`src/rtl/sha1mh_pkg.sv`:
```
// Shared types, constants and functions of the SHA-1 message hasher.
`default_nettype none

package sha1mh_pkg;

  localparam int unsigned BLK_WORDS = 16;
  localparam int unsigned DIG_WORDS = 5;
  localparam int unsigned ROUNDS    = 80;

  // Padding: 0x80 marker byte, length field starts at bit 448 of the block.
  localparam logic [7:0] PAD_BYTE   = 8'h80;
  localparam logic [3:0] LEN_HI_IDX = 4'(448 / 32);
  localparam logic [3:0] LEN_LO_IDX = 4'(448 / 32 + 1);
  localparam logic [3:0] LAST_WIDX  = 4'(BLK_WORDS - 1);

  localparam logic [6:0] LAST_RND   = 7'(ROUNDS - 1);
  localparam logic [2:0] LAST_DIG   = 3'(DIG_WORDS - 1);
  localparam logic [2:0] NUM_DIG    = 3'(DIG_WORDS);

  localparam logic [31:0] K0 = 32'h5A82_7999;
  localparam logic [31:0] K1 = 32'h6ED9_EBA1;
  localparam logic [31:0] K2 = 32'h8F1B_BCDC;
  localparam logic [31:0] K3 = 32'hCA62_C1D6;

  typedef enum logic [3:0] {
    ST_IDLE,
    ST_PAD,
    ST_ZERO,
    ST_LEN_HI,
    ST_LEN_LO,
    ST_LOAD,
    ST_ROUND,
    ST_UPDATE,
    ST_DIG_RD,
    ST_DIG_OUT
  } state_e;

  // Control from the sequencer to the compression core.
  typedef struct packed {
    logic       sched_we;
    logic       sched_re;
    logic [3:0] sched_addr;
    logic       var_push;
    logic       round_en;
    logic [6:0] rnd;
  } core_ctrl_t;

  // Initial chaining value of one digest word.
  function automatic logic [31:0] chain_iv(input logic [2:0] idx);
    logic [31:0] v;
    case (idx)
      3'd0:    v = 32'h6745_2301;
      3'd1:    v = 32'hEFCD_AB89;
      3'd2:    v = 32'h98BA_DCFE;
      3'd3:    v = 32'h1032_5476;
      3'd4:    v = 32'hC3D2_E1F0;
      default: v = 32'h0000_0000;
    endcase
    return v;
  endfunction

endpackage

`default_nettype wire

```
`src/rtl/sha1mh_packer.sv`:
```
// Byte packer: merges message bytes into big-endian 32-bit block words.
`default_nettype none

module sha1mh_packer (
  input  wire logic        clk_i,
  input  wire logic        rst_ni,
  input  wire logic        take_i,
  input  wire logic        clear_i,
  input  wire logic [31:0] word_i,
  input  wire logic [2:0]  nbytes_i,
  output logic [31:0]      merged_o,
  output logic             full_o,
  output logic [31:0]      pad_word_o
);

  logic [31:0] acc_q, acc_d;
  logic [1:0]  acc_n_q, acc_n_d;
  logic [31:0] acc_m, word_m;
  logic [63:0] cat;
  logic [3:0]  total;

  // Keep the top n bytes of a word.
  function automatic logic [31:0] top_mask(input logic [2:0] n);
    logic [31:0] m;
    case (n)
      3'd0:    m = 32'h0000_0000;
      3'd1:    m = 32'hFF00_0000;
      3'd2:    m = 32'hFFFF_0000;
      3'd3:    m = 32'hFFFF_FF00;
      default: m = 32'hFFFF_FFFF;
    endcase
    return m;
  endfunction

  always_comb begin
    acc_m  = acc_q & top_mask({1'b0, acc_n_q});
    word_m = word_i & top_mask(nbytes_i);
    cat    = {acc_m, 32'h0} | ({word_m, 32'h0} >> {acc_n_q, 3'b000});
    total  = {2'b00, acc_n_q} + {1'b0, nbytes_i};
    full_o = total[3] | total[2];
    merged_o   = cat[63:32];
    pad_word_o = acc_m | ({sha1mh_pkg::PAD_BYTE, 24'h0} >> {acc_n_q, 3'b000});

    acc_d   = acc_q;
    acc_n_d = acc_n_q;
    if (clear_i) begin
      acc_n_d = 2'd0;
    end else if (take_i) begin
      if (full_o) begin
        acc_d   = cat[31:0];
        acc_n_d = 2'(total - 4'd4);
      end else begin
        acc_d   = cat[63:32];
        acc_n_d = total[1:0];
      end
    end
  end

  always_ff @(posedge clk_i or negedge rst_ni) begin
    if (!rst_ni) begin
      acc_n_q <= 2'd0;
    end else begin
      acc_n_q <= acc_n_d;
    end
  end

  always_ff @(posedge clk_i) begin
    acc_q <= acc_d;
  end

endmodule

`default_nettype wire

```
`src/rtl/sha1mh_core.sv`:
```
// Compression core: block word memory, schedule shift line, working variables, round.
`default_nettype none

module sha1mh_core (
  input  wire logic                   clk_i,
  input  wire sha1mh_pkg::core_ctrl_t ctrl_i,
  input  wire logic [31:0]            sched_wdata_i,
  input  wire logic [31:0]            push_data_i,
  output logic [31:0]                 var0_o
);

  logic [31:0] sched_mem_q [sha1mh_pkg::BLK_WORDS];
  logic [31:0] sched_rd_q;
  logic [31:0] w_q [sha1mh_pkg::BLK_WORDS];
  logic [31:0] var_q [sha1mh_pkg::DIG_WORDS];
  logic [31:0] w_t, w_x, f, k, tmp;

  // Block word memory, one port, registered read.
  always_ff @(posedge clk_i) begin
    if (ctrl_i.sched_we) begin
      sched_mem_q[ctrl_i.sched_addr] <= sched_wdata_i;
    end
    if (ctrl_i.sched_re) begin
      sched_rd_q <= sched_mem_q[ctrl_i.sched_addr];
    end
  end

  always_comb begin
    // w_q[15] holds W[t-1], w_q[0] holds W[t-16].
    w_x = w_q[13] ^ w_q[8] ^ w_q[2] ^ w_q[0];
    w_t = (ctrl_i.rnd < 7'd16) ? sched_rd_q : {w_x[30:0], w_x[31]};
    if (ctrl_i.rnd < 7'd20) begin
      f = (var_q[1] & var_q[2]) | (~var_q[1] & var_q[3]);
      k = sha1mh_pkg::K0;
    end else if (ctrl_i.rnd < 7'd40) begin
      f = var_q[1] ^ var_q[2] ^ var_q[3];
      k = sha1mh_pkg::K1;
    end else if (ctrl_i.rnd < 7'd60) begin
      f = (var_q[1] & var_q[2]) | (var_q[1] & var_q[3]) | (var_q[2] & var_q[3]);
      k = sha1mh_pkg::K2;
    end else begin
      f = var_q[1] ^ var_q[2] ^ var_q[3];
      k = sha1mh_pkg::K3;
    end
    tmp = {var_q[0][26:0], var_q[0][31:27]} + f + var_q[4] + k + w_t;
  end

  assign var0_o = var_q[0];

  always_ff @(posedge clk_i) begin
    if (ctrl_i.round_en) begin
      for (int i = 0; i < 15; i++) begin
        w_q[i] <= w_q[i+1];
      end
      w_q[15]  <= w_t;
      var_q[0] <= tmp;
      var_q[1] <= var_q[0];
      var_q[2] <= {var_q[1][1:0], var_q[1][31:2]};
      var_q[3] <= var_q[2];
      var_q[4] <= var_q[3];
    end else if (ctrl_i.var_push) begin
      // Shift toward var 0; load chaining values at the far end.
      for (int i = 0; i < 4; i++) begin
        var_q[i] <= var_q[i+1];
      end
      var_q[4] <= push_data_i;
    end
  end

endmodule

`default_nettype wire

```
`src/rtl/sha1_message_hasher_top.sv`:
```
// Top level of the SHA-1 message hasher: sequencer, chaining memory, output stage.
//
// Input stream (s_axis): one message word per transfer. tdata[31:0] carries up
// to four bytes, first byte in bits 31:24; tdata[34:32] the count of leading
// valid bytes (counts above 4 act as 4). tlast marks the final word, which may
// hold 0 to 4 bytes and starts padding and digest output.
// Output stream (m_axis): five transfers per message, digest word 0 (most
// significant) first. tdata[31:0] is the word, tdata[34:32] its index; tlast is
// set on the fifth.
// A word that completes a 16-word block starts a compression: the chaining
// values are loaded from memory, 80 rounds run at one per cycle, then the
// values are read, added and written back. At message end the padding adds
// one or two compressions, then each digest word is read out through the
// chaining memory read port.
// The input is ready only while the sequencer is idle. A stalled output holds
// its word in the output register and the sequencer waits on it. After the
// fifth word is loaded, the chaining values return to the initial constants and
// the bit count to zero. Reset does the same at once and needs no clearing pass.
`default_nettype none

module sha1_message_hasher_top (
  input  wire logic        clk_i,
  input  wire logic        rst_ni,
  input  wire logic        s_axis_tvalid_i,
  output logic             s_axis_tready_o,
  input  wire logic [39:0] s_axis_tdata_i,  // [31:0] message_word, [34:32] bytes_valid
  input  wire logic        s_axis_tlast_i,  // end_of_message
  output logic             m_axis_tvalid_o,
  input  wire logic        m_axis_tready_i,
  output logic [39:0]      m_axis_tdata_o,  // [31:0] digest_word, [34:32] word_index
  output logic             m_axis_tlast_o   // last_word
);

  sha1mh_pkg::state_e     state_q, state_d, ret_q, ret_d;
  sha1mh_pkg::core_ctrl_t ctrl;

  logic [3:0]  widx_q, widx_d;
  logic [2:0]  cnt_q, cnt_d, cnt_m1;
  logic [6:0]  rnd_q, rnd_d;
  logic        fresh_q, fresh_d;
  logic [63:0] bitcnt_q, bitcnt_d;
  logic        ov_q, ov_d;
  logic [31:0] odata_q, odata_d;
  logic [2:0]  oidx_q, oidx_d;
  logic        olast_q, olast_d;

  // Chaining value memory.
  logic [31:0] chain_mem_q [sha1mh_pkg::DIG_WORDS];
  logic [31:0] ch_rd_q, ch_wdata, chain_val;
  logic        ch_we, ch_re;
  logic [2:0]  ch_waddr, ch_raddr;

  logic        s_fire;
  logic [2:0]  nbytes;
  logic        pk_take, pk_clear, pk_full;
  logic [31:0] pk_merged, pk_pad, sched_wdata, var0;

  assign nbytes = (s_axis_tdata_i[34:32] > 3'd4) ? 3'd4 : s_axis_tdata_i[34:32];
  assign s_axis_tready_o = (state_q == sha1mh_pkg::ST_IDLE);
  assign s_fire = s_axis_tvalid_i & s_axis_tready_o;
  assign cnt_m1 = 3'(cnt_q - 3'd1);

  // Until the first compression of a message writes back, the memory
  // contents stand for the initial constants.
  assign chain_val = fresh_q ? sha1mh_pkg::chain_iv(cnt_m1) : ch_rd_q;

  sha1mh_packer u_packer (
    .clk_i      (clk_i),
    .rst_ni     (rst_ni),
    .take_i     (pk_take),
    .clear_i    (pk_clear),
    .word_i     (s_axis_tdata_i[31:0]),
    .nbytes_i   (nbytes),
    .merged_o   (pk_merged),
    .full_o     (pk_full),
    .pad_word_o (pk_pad)
  );

  sha1mh_core u_core (
    .clk_i         (clk_i),
    .ctrl_i        (ctrl),
    .sched_wdata_i (sched_wdata),
    .push_data_i   (chain_val),
    .var0_o        (var0)
  );

  always_comb begin
    state_d  = state_q;
    ret_d    = ret_q;
    widx_d   = widx_q;
    cnt_d    = cnt_q;
    rnd_d    = rnd_q;
    fresh_d  = fresh_q;
    bitcnt_d = bitcnt_q;
    odata_d  = odata_q;
    oidx_d   = oidx_q;
    olast_d  = olast_q;
    ov_d     = ov_q & ~m_axis_tready_i;

    ctrl            = '0;
    ctrl.sched_addr = widx_q;
    ctrl.rnd        = rnd_q;
    sched_wdata     = 32'h0;
    pk_take         = 1'b0;
    pk_clear        = 1'b0;
    ch_we           = 1'b0;
    ch_re           = 1'b0;
    ch_waddr        = cnt_m1;
    ch_raddr        = cnt_q;
    ch_wdata        = chain_val + var0;

    case (state_q)
      sha1mh_pkg::ST_IDLE: begin
        if (s_fire) begin
          pk_take  = 1'b1;
          bitcnt_d = bitcnt_q + {58'h0, nbytes, 3'b000};
          state_d  = s_axis_tlast_i ? sha1mh_pkg::ST_PAD : sha1mh_pkg::ST_IDLE;
          if (pk_full) begin
            ctrl.sched_we = 1'b1;
            sched_wdata   = pk_merged;
            if (widx_q == sha1mh_pkg::LAST_WIDX) begin
              widx_d  = 4'd0;
              cnt_d   = 3'd0;
              ret_d   = state_d;
              state_d = sha1mh_pkg::ST_LOAD;
            end else begin
              widx_d = widx_q + 4'd1;
            end
          end
        end
      end
      sha1mh_pkg::ST_PAD: begin
        ctrl.sched_we = 1'b1;
        sched_wdata   = pk_pad;
        pk_clear      = 1'b1;
        if (widx_q == sha1mh_pkg::LAST_WIDX) begin
          widx_d  = 4'd0;
          cnt_d   = 3'd0;
          ret_d   = sha1mh_pkg::ST_ZERO;
          state_d = sha1mh_pkg::ST_LOAD;
        end else begin
          widx_d  = widx_q + 4'd1;
          state_d = sha1mh_pkg::ST_ZERO;
        end
      end
      sha1mh_pkg::ST_ZERO: begin
        if (widx_q == sha1mh_pkg::LEN_HI_IDX) begin
          state_d = sha1mh_pkg::ST_LEN_HI;
        end else begin
          ctrl.sched_we = 1'b1;
          if (widx_q == sha1mh_pkg::LAST_WIDX) begin
            widx_d  = 4'd0;
            cnt_d   = 3'd0;
            ret_d   = sha1mh_pkg::ST_ZERO;
            state_d = sha1mh_pkg::ST_LOAD;
          end else begin
            widx_d = widx_q + 4'd1;
          end
        end
      end
      sha1mh_pkg::ST_LEN_HI: begin
        ctrl.sched_we = 1'b1;
        sched_wdata   = bitcnt_q[63:32];
        widx_d        = sha1mh_pkg::LEN_LO_IDX;
        state_d       = sha1mh_pkg::ST_LEN_LO;
      end
      sha1mh_pkg::ST_LEN_LO: begin
        ctrl.sched_we = 1'b1;
        sched_wdata   = bitcnt_q[31:0];
        widx_d        = 4'd0;
        cnt_d         = 3'd0;
        ret_d         = sha1mh_pkg::ST_DIG_RD;
        state_d       = sha1mh_pkg::ST_LOAD;
      end
      sha1mh_pkg::ST_LOAD: begin
        // Read chaining values one per cycle, push each into the working vars.
        ch_re         = (cnt_q != sha1mh_pkg::NUM_DIG);
        ctrl.var_push = (cnt_q != 3'd0);
        if (cnt_q == sha1mh_pkg::NUM_DIG) begin
          ctrl.sched_re   = 1'b1;
          ctrl.sched_addr = 4'd0;
          rnd_d           = 7'd0;
          state_d         = sha1mh_pkg::ST_ROUND;
        end else begin
          cnt_d = cnt_q + 3'd1;
        end
      end
      sha1mh_pkg::ST_ROUND: begin
        ctrl.round_en = 1'b1;
        // Prefetch the block word for the next round while that is one of rounds 1 to 15.
        if (rnd_q < 7'd15) begin
          ctrl.sched_re   = 1'b1;
          ctrl.sched_addr = 4'(rnd_q[3:0] + 4'd1);
        end
        if (rnd_q == sha1mh_pkg::LAST_RND) begin
          cnt_d   = 3'd0;
          state_d = sha1mh_pkg::ST_UPDATE;
        end else begin
          rnd_d = rnd_q + 7'd1;
        end
      end
      sha1mh_pkg::ST_UPDATE: begin
        // Read entry n while writing back entry n-1 plus its working variable.
        ch_re         = (cnt_q != sha1mh_pkg::NUM_DIG);
        ch_we         = (cnt_q != 3'd0);
        ctrl.var_push = (cnt_q != 3'd0);
        if (cnt_q == sha1mh_pkg::NUM_DIG) begin
          fresh_d = 1'b0;
          cnt_d   = 3'd0;
          state_d = ret_q;
        end else begin
          cnt_d = cnt_q + 3'd1;
        end
      end
      sha1mh_pkg::ST_DIG_RD: begin
        ch_re   = 1'b1;
        state_d = sha1mh_pkg::ST_DIG_OUT;
      end
      sha1mh_pkg::ST_DIG_OUT: begin
        if (!ov_q || m_axis_tready_i) begin
          ov_d    = 1'b1;
          odata_d = ch_rd_q;
          oidx_d  = cnt_q;
          olast_d = (cnt_q == sha1mh_pkg::LAST_DIG);
          if (cnt_q == sha1mh_pkg::LAST_DIG) begin
            // Back to the initial chaining values for the next message.
            fresh_d  = 1'b1;
            bitcnt_d = 64'h0;
            cnt_d    = 3'd0;
            state_d  = sha1mh_pkg::ST_IDLE;
          end else begin
            cnt_d   = cnt_q + 3'd1;
            state_d = sha1mh_pkg::ST_DIG_RD;
          end
        end
      end
      default: begin
        state_d = sha1mh_pkg::ST_IDLE;
      end
    endcase
  end

  always_ff @(posedge clk_i or negedge rst_ni) begin
    if (!rst_ni) begin
      state_q  <= sha1mh_pkg::ST_IDLE;
      ret_q    <= sha1mh_pkg::ST_IDLE;
      widx_q   <= 4'd0;
      cnt_q    <= 3'd0;
      rnd_q    <= 7'd0;
      fresh_q  <= 1'b1;
      bitcnt_q <= 64'h0;
      ov_q     <= 1'b0;
    end else begin
      state_q  <= state_d;
      ret_q    <= ret_d;
      widx_q   <= widx_d;
      cnt_q    <= cnt_d;
      rnd_q    <= rnd_d;
      fresh_q  <= fresh_d;
      bitcnt_q <= bitcnt_d;
      ov_q     <= ov_d;
    end
  end

  // Output payload holds while the receiver stalls.
  always_ff @(posedge clk_i) begin
    odata_q <= odata_d;
    oidx_q  <= oidx_d;
    olast_q <= olast_d;
  end

  always_ff @(posedge clk_i) begin
    if (ch_we) begin
      chain_mem_q[ch_waddr] <= ch_wdata;
    end
    if (ch_re) begin
      ch_rd_q <= chain_mem_q[ch_raddr];
    end
  end

  assign m_axis_tvalid_o = ov_q;
  assign m_axis_tdata_o  = {5'h00, oidx_q, odata_q};
  assign m_axis_tlast_o  = olast_q;

endmodule

`default_nettype wire
```
`config.mk`:
```
export PLATFORM = sky130hd
export DESIGN_NAME = sha1_message_hasher_top
export DESIGN_NICKNAME = d
export VERILOG_FILES = /design/src/rtl/sha1mh_pkg.sv /design/src/rtl/sha1mh_packer.sv /design/src/rtl/sha1mh_core.sv /design/src/rtl/sha1_message_hasher_top.sv
export SDC_FILE = /design/constraint.sdc
export NUM_CORES = 2
export LEC_CHECK = 0
export ABC_CLOCK_PERIOD_IN_PS = 32500
export BUFFER_PORTS_ARGS = -buffer_cell sky130_fd_sc_hd__buf_2
export CAP_MARGIN = 20
export CELL_PAD_IN_SITES_DETAIL_PLACEMENT = 1
export CELL_PAD_IN_SITES_GLOBAL_PLACEMENT = 1
export CORE_UTILIZATION = 55
export DETAILED_ROUTE_END_ITERATION = 8
export GPL_TIMING_DRIVEN = 0
export HOLD_SLACK_MARGIN = 0.02
export PLACE_DENSITY = 0.79
export SYNTH_ARGS = -nofsm -noshare
export SYNTH_HDL_FRONTEND = slang
export SYNTH_SLANG_ARGS = --single-unit
```
`constraint.sdc`:
```
create_clock -name clk_i -period 32.5 [get_ports clk_i]
set_clock_uncertainty 0.2 [all_clocks]
set_input_delay 6.5 -clock clk_i [delete_from_list [all_inputs] [get_ports clk_i]]
set_output_delay 6.5 -clock clk_i [all_outputs]
set_load 0.01 [all_outputs]
```
# Word-level counts from Yosys, hierarchy flattened
# Memories as Yosys holds them, arrays and structs flattened. A register that Yosys moved wholly into a read port is not among the register bits.
# Cells that the tools add are included.
# word_totals
regBits	158
latchBits	0
ram_bits	1344
rom_bits	0
out_inout_bits	43
mem_count	4
# memory_table
memory	words	width	read_ports	rd_clocked_by_memory_dff	wr	line_no	text
u_core.sched_mem_q	16	32	1	1	1	sha1mh_core.sv:12	logic [31:0] sched_mem_q [sha1mh_pkg::BLK_WORDS];
u_core.w_q	16	32	16	0	16	sha1mh_core.sv:14	logic [31:0] w_q [sha1mh_pkg::BLK_WORDS];
chain_mem_q	5	32	1	1	1	sha1_message_hasher_top.sv:48	logic [31:0] chain_mem_q [sha1mh_pkg::DIG_WORDS];
u_core.var_q	5	32	5	0	5	sha1mh_core.sv:15	logic [31:0] var_q [sha1mh_pkg::DIG_WORDS];
# classes
n_addsub	13
multipliers	0
n_div	0
order_cmp	6
n_eq_ne	37
shift	2
mux	94
n_bitwise	27
n_reduce_logical	25
# ops
operator	count
32-bit 2-to-1 mux	15
32-bit one-hot mux with 4 select lines	3
32-bit AND	6
64-bit 2-to-1 mux	3
32-bit adder	5
32-bit one-hot mux with 5 select lines	1
32-bit bitwise XOR	5
32-bit OR	4
64-bit one-hot mux with 2 select lines	1
4-bit 2-to-1 mux	17
64-bit by 6-bit adder with 64-bit output	1
64-bit OR	1
64-bit by 5-bit >> shifter with 64-bit output	1
4-bit one-hot mux with 10 select lines	1
3-bit 2-to-1 mux	13
32-bit inverter	1
32-bit by 5-bit >> shifter with 32-bit output (first input constant)	1
31-bit 2-to-1 mux	1
1-bit 2-to-1 mux	24
3-bit one-hot mux with 8 select lines	1
4-bit one-hot mux with 5 select lines	1
4-bit by 3-bit equality test with 1-bit output (second input constant)	4
4-bit equality test (second input constant)	4
2-bit inequality test (second input constant)	8
49 further kinds	82

# Logic depth before layout (Yosys ltp)
# An unclocked memory read counts as a cell.
# depth
word_depth	12
depth_mapped	23

# Hierarchy
# From an unflattened synthesis, not the netlist that was laid out.
# hier_totals
hier_cells	4434
hier_area_um2	67726.2
# modules_own_cells
module	n_inst	cells_each	area_per_inst_um2	seq_area_each_um2
sha1mh_core	1	2756	49418.6	36515.0
sha1_message_hasher_top	1	1370	15735.1	8949.8
sha1mh_packer	1	308	2572.5	770.7

# Worst setup path before layout
# OpenSTA, ideal clock, no wires.
# synth_path
path_kind	input-to-reg
startpoint	in s_axis_tdata_i[34]
endpoint	mem u_core.sched_mem_q[0][0] (enable)
setup_time_ns	0.461
arrival_ns	10.808
required_ns	31.839
setup_slack_ns	21.031
cell_stages	13
path_cell_list	clkbuf_1 nor2b_1 ha_1 fa_1 nand3_1 o21a_1 clkbuf_1 nand2_1 nand2_1 nor2_1 nand2_1 nand2_1 nor3_1
# synth_via
elab_chain_cells	9
# synth_lines
element	line_no	text
start: declaration	sha1_message_hasher_top.sv:26	input wire logic [39:0] s_axis_tdata_i,
3-bit greater-than comparator	sha1_message_hasher_top.sv:58	assign nbytes = (s_axis_tdata_i[34:32] > 3'd4) ? 3'd4 : s_axis_tdata_i[34:32];
3-bit 2-to-1 mux *	sha1_message_hasher_top.sv:58	
2-bit by 3-bit adder with 4-bit output *	sha1mh_packer.sv:39	total = {2'b00, acc_n_q} + {1'b0, nbytes_i};
1-bit OR *	sha1mh_packer.sv:40	full_o = total[3] | total[2];
1-bit 2-to-1 mux *	sha1_message_hasher_top.sv:118	if (pk_full) begin
1-bit 2-to-1 mux *	sha1_message_hasher_top.sv:114	if (s_fire) begin
1-bit one-hot mux with 3 select lines *	sha1_message_hasher_top.sv:112	case (state_q)
1-bit 2-to-1 mux *	sha1mh_core.sv:20	if (ctrl_i.sched_we) begin
1-bit 2-to-1 mux (not written as such) *	sha1mh_core.sv:21	sched_mem_q[ctrl_i.sched_addr] <= sched_wdata_i;
end: declaration	sha1mh_core.sv:12	
# Mark *: on every way between the ends. The rest lies on a longest branch, timed or not.

# Worst setup path in the final report
# layout_path
startpoint	in s_axis_tdata_i[34]
endpoint	mem u_core.sched_mem_q[4][20] (enable)
# The elaborated chain is that of the path after synthesis.

==> impl_metrics.yaml <==
worst_setup_path:
  r2r_end: "chain_mem_q[0][31]"
  reg2reg_depth: 18
  timing.rr.start: "ch_raddr[0]"
  end_kind: "flip-flop"
  cp_data_arrival_time_ns: 10.97
  rrSetupSlack_ns: 24.73
  path_class: "in -> reg"
  worstPathRequired_ns: 32.81
  crit_fanout: 10
  start_kind: "primary input"
synth:
  seq_area_frac_synth_pct: 68.9
  netlist_area_um2: 67100
  synth_flop_cell: "edfxtp_1"
  synth-edff-count: 1468
  syn_inst: 5013
  synth_async_sr_flop_share_pct: 5.53
  synth_seq_cells: 1554
  syn_avg_cell_area_um2: 13.4
  synth.most_common_cell: "edfxtp_1"
  synth_top_cell_area_share_pct: 65.7
  yosysUniqueCellTypes: 91
  synth_compound_area_share_pct: 7.76
  synth_common_cells: "edfxtp_1, nand2_1, inv_1, o21ai_0, nor2_1"
  ys_warn_count: 0
  synth_area_leaders: "edfxtp_1, nand2_1, fa_1, dfrtp_1, xnor2_1"
  muxShareOfSynthArea_pct: 1.73
  synth_top_family_by_area: "simple AND/OR/NAND/NOR gates"
  yosys.area_share.xor_xnor_pct: 2.88
  synthSimpleGateAreaFrac_pct: 10.6
  synth_adder_area_share_pct: 5.16
  synth_area_leader_cell: "edfxtp_1"
global_routing:
  antenna_found_initial: 4
  grt_usage_pct: 32.8
  grt_start_max_net_pins: 153
  overflow: 0
  grt_pass1_wl_mm: 293
  first_global_vias: 45374
power_and_ir_drop:
  irDropWorstVdd_mv: 0.0557
  p_per_area_nw_per_um2: 52.6
  p_leak_nw: 28.8
final_layout:
  syn2layout_area_growth_pct: 13.2
  nFillCells: 11688
  fin_area_um2: 76000
  fin_nets: 5597
  drive_gt1_share_pct: 10.2
  multi_input_area_um2: 19000
  regArea_um2: 46200
timing:
  rsz0062_at_grt: "false"
  finalSetupTns_ns: 0
  hold_violations: 0
  fmax_mhz: 93.8
  fin_crit_sh_pct: 32.8
  finalCriticalPeriod_ns: 10.67
  maxSlewHeadroom_pct: 20.7
  setup_viol: 0
  slew_viol_final: 0
  worst_slew_pin_slew_ns: 1.18
routing:
  routedWlPerCell_um: 28.2
  drtIter0Drc: 4838
  viasPerCell: 6.16
  firstDrtPassIters: 6
  vias: 43680
  route.detailed.drc: 0
  ant_nets: 0
  drt_wl_total_mm: 200
die:
  coreArea_um2: 120000
  start_util_pct: 55.7
  rows: 127
  die_x_um: 351
  die_area_um2: 123000
  ios: 88
  die_y_um: 351
cts:
  cts_tree: "yes"
  cts_resized: 0
  clkLatencyLatePin_ns: 0.83
  cts_buffers: 160
  h-tree-depth: 4
  clockBufferDepth: 3
  cts-root-buf: "clkbuf_16"
  postCtsSetupRepairBufs: 0
  clkTransAtPathRegs_ns: 0.06
  holdBufCountCts: 0
  clock-sinks: 1554
placed_design:
  port_buffers: 77
  finalWeightedCongestion: 0.935
  placed_area_um2: 70800
  hpwl_mm: 142
run:
  drv_cap: 0
worst_hold_path:
  hold_class: "reg -> reg"
  min_to: "u_core.w_q[0][27]"
  min_path_cells: 0
  hp-start: "u_core.w_q[0][59]"
status:
  status: "completed"
worst max-delay path: stages:
cell	delay [ns]
buf_2	0.14
clkbuf_1	0.38
nor2b_1	0.17
ha_1	0.25
fa_1	0.42
nand3_1	0.10
o21a_1	0.12
clkbuf_1	0.38
nand2_1	0.14
nand2_1	0.30
nor2_1	0.22
nand2_1	0.17
nand2_1	0.31
nor3_2	0.85
buf_6	0.29
buf_6	0.21
how the worst max path moves through the flow:
stage / from / to / slack, ns / cells past startpoint
3_3_place_gp: state_q[3] / u_core.sched_mem_q[1][16] / 17.13 / 9
6_report: s_axis_tdata_i[34] / u_core.sched_mem_q[4][20] / 21.83 / 16
3_5_place_dp: s_axis_tdata_i[34] / u_core.sched_mem_q[5][20] / 21.13 / 16
2_1_floorplan: s_axis_tdata_i[34] / u_core.sched_mem_q[0][0] / 21.03 / 13
4_1_cts: s_axis_tdata_i[34] / u_core.sched_mem_q[4][20] / 21.94 / 16
5_1_grt: s_axis_tdata_i[34] / u_core.sched_mem_q[4][20] / 21.58 / 16
report_power, final:
| part | internal, mW | switching (mW) | total [mW] |
|---|---|---|---|
| sequential | 2.16 | 0 | 2.16 |
| combinational | 0.00611 | 0.0142 | 0.0203 |
| clock | 1.02 | 0.799 | 1.82 |
| total | 3.19 | 0.813 | 4.00 |
kinds of logic after synthesis:
family / count (synthesis)
other cells: 1
buf+inv: 508
flops: 1554
mux: 75
xor+xnor: 221
compound gates: 788
fa+ha+maj: 208
simple gates: 1658
layer usage:
layer	routed length [um]	GRT usage [%]	vias to the layer above
li1	-	-	18822
met1	79400	44.0	22223
met2	95500	53.0	2170
met3	17300	6.21	461
met4	7980	13.4	4
met5	28	0	-
placed cells by master, fill, tap and decap left out, types with 33 or more instances in the layout:
master,n
buf_6,38
inv_1,258
xnor2_1,158
a21oi_1,155
nand2_1,1059
a311oi_1,96
edfxtp_1,1468
a21o_1,47
xor2_1,63
a31oi_1,42
and3_1,90
clkbuf_1,195
clkbuf_16,161
fa_1,115
buf_2,132
nor2_1,191
nand3_1,171
ha_1,93
clkinv_2,34
dfrtp_1,85
o21ai_0,203
buf_4,41
clkinv_1,38
o21a_1,33
registers in the layout, indices dropped and copies added (netlist names), 7 cells and up:
name                count
bitcnt_q               61
u_core.var_q          160
chain_mem_q           160
u_core.w_q            512
u_core.sched_mem_q    512
u_packer.acc_q         24
u_core.sched_rd_q      32
ch_rd_q                32
odata_q                32
rnd_q                   7
metrics by stage:
step / hold WS (ns) / setup slack, ns / util [%] / power (mW) / instances
3_5_place_dp: 0.205 / 21.13 / 58.8 / 2.22 / 6787
6_report: 0.213 / 21.83 / 63.1 / 4.00 / 7088
4_1_cts: 0.207 / 21.94 / 63.0 / 4.01 / 7079
5_1_grt: 0.220 / 21.58 / 63.1 / 4.08 / 7086
3_3_place_gp: 0.200 / 17.13 / 57.8 / 2.22 / 6706
2_1_floorplan: 0.200 / 21.03 / - / 2.21 / 5017
area by class of cell:
| class | instances | area share (%) |
|---|---|---|
| timing repair buffer | 165 | 1.98 |
| inverter | 263 | 1.31 |
| multi-input combinational | 2955 | 25.0 |
| clock buffer | 190 | 5.46 |
| clock inverter | 102 | 1.32 |
| sequential | 1554 | 60.8 |
| buffer | 245 | 1.39 |
| antenna | 2 | 0.00659 |
| tap | 1612 | 2.65 |
No activity file was read; power rests on OpenSTA's default activity.
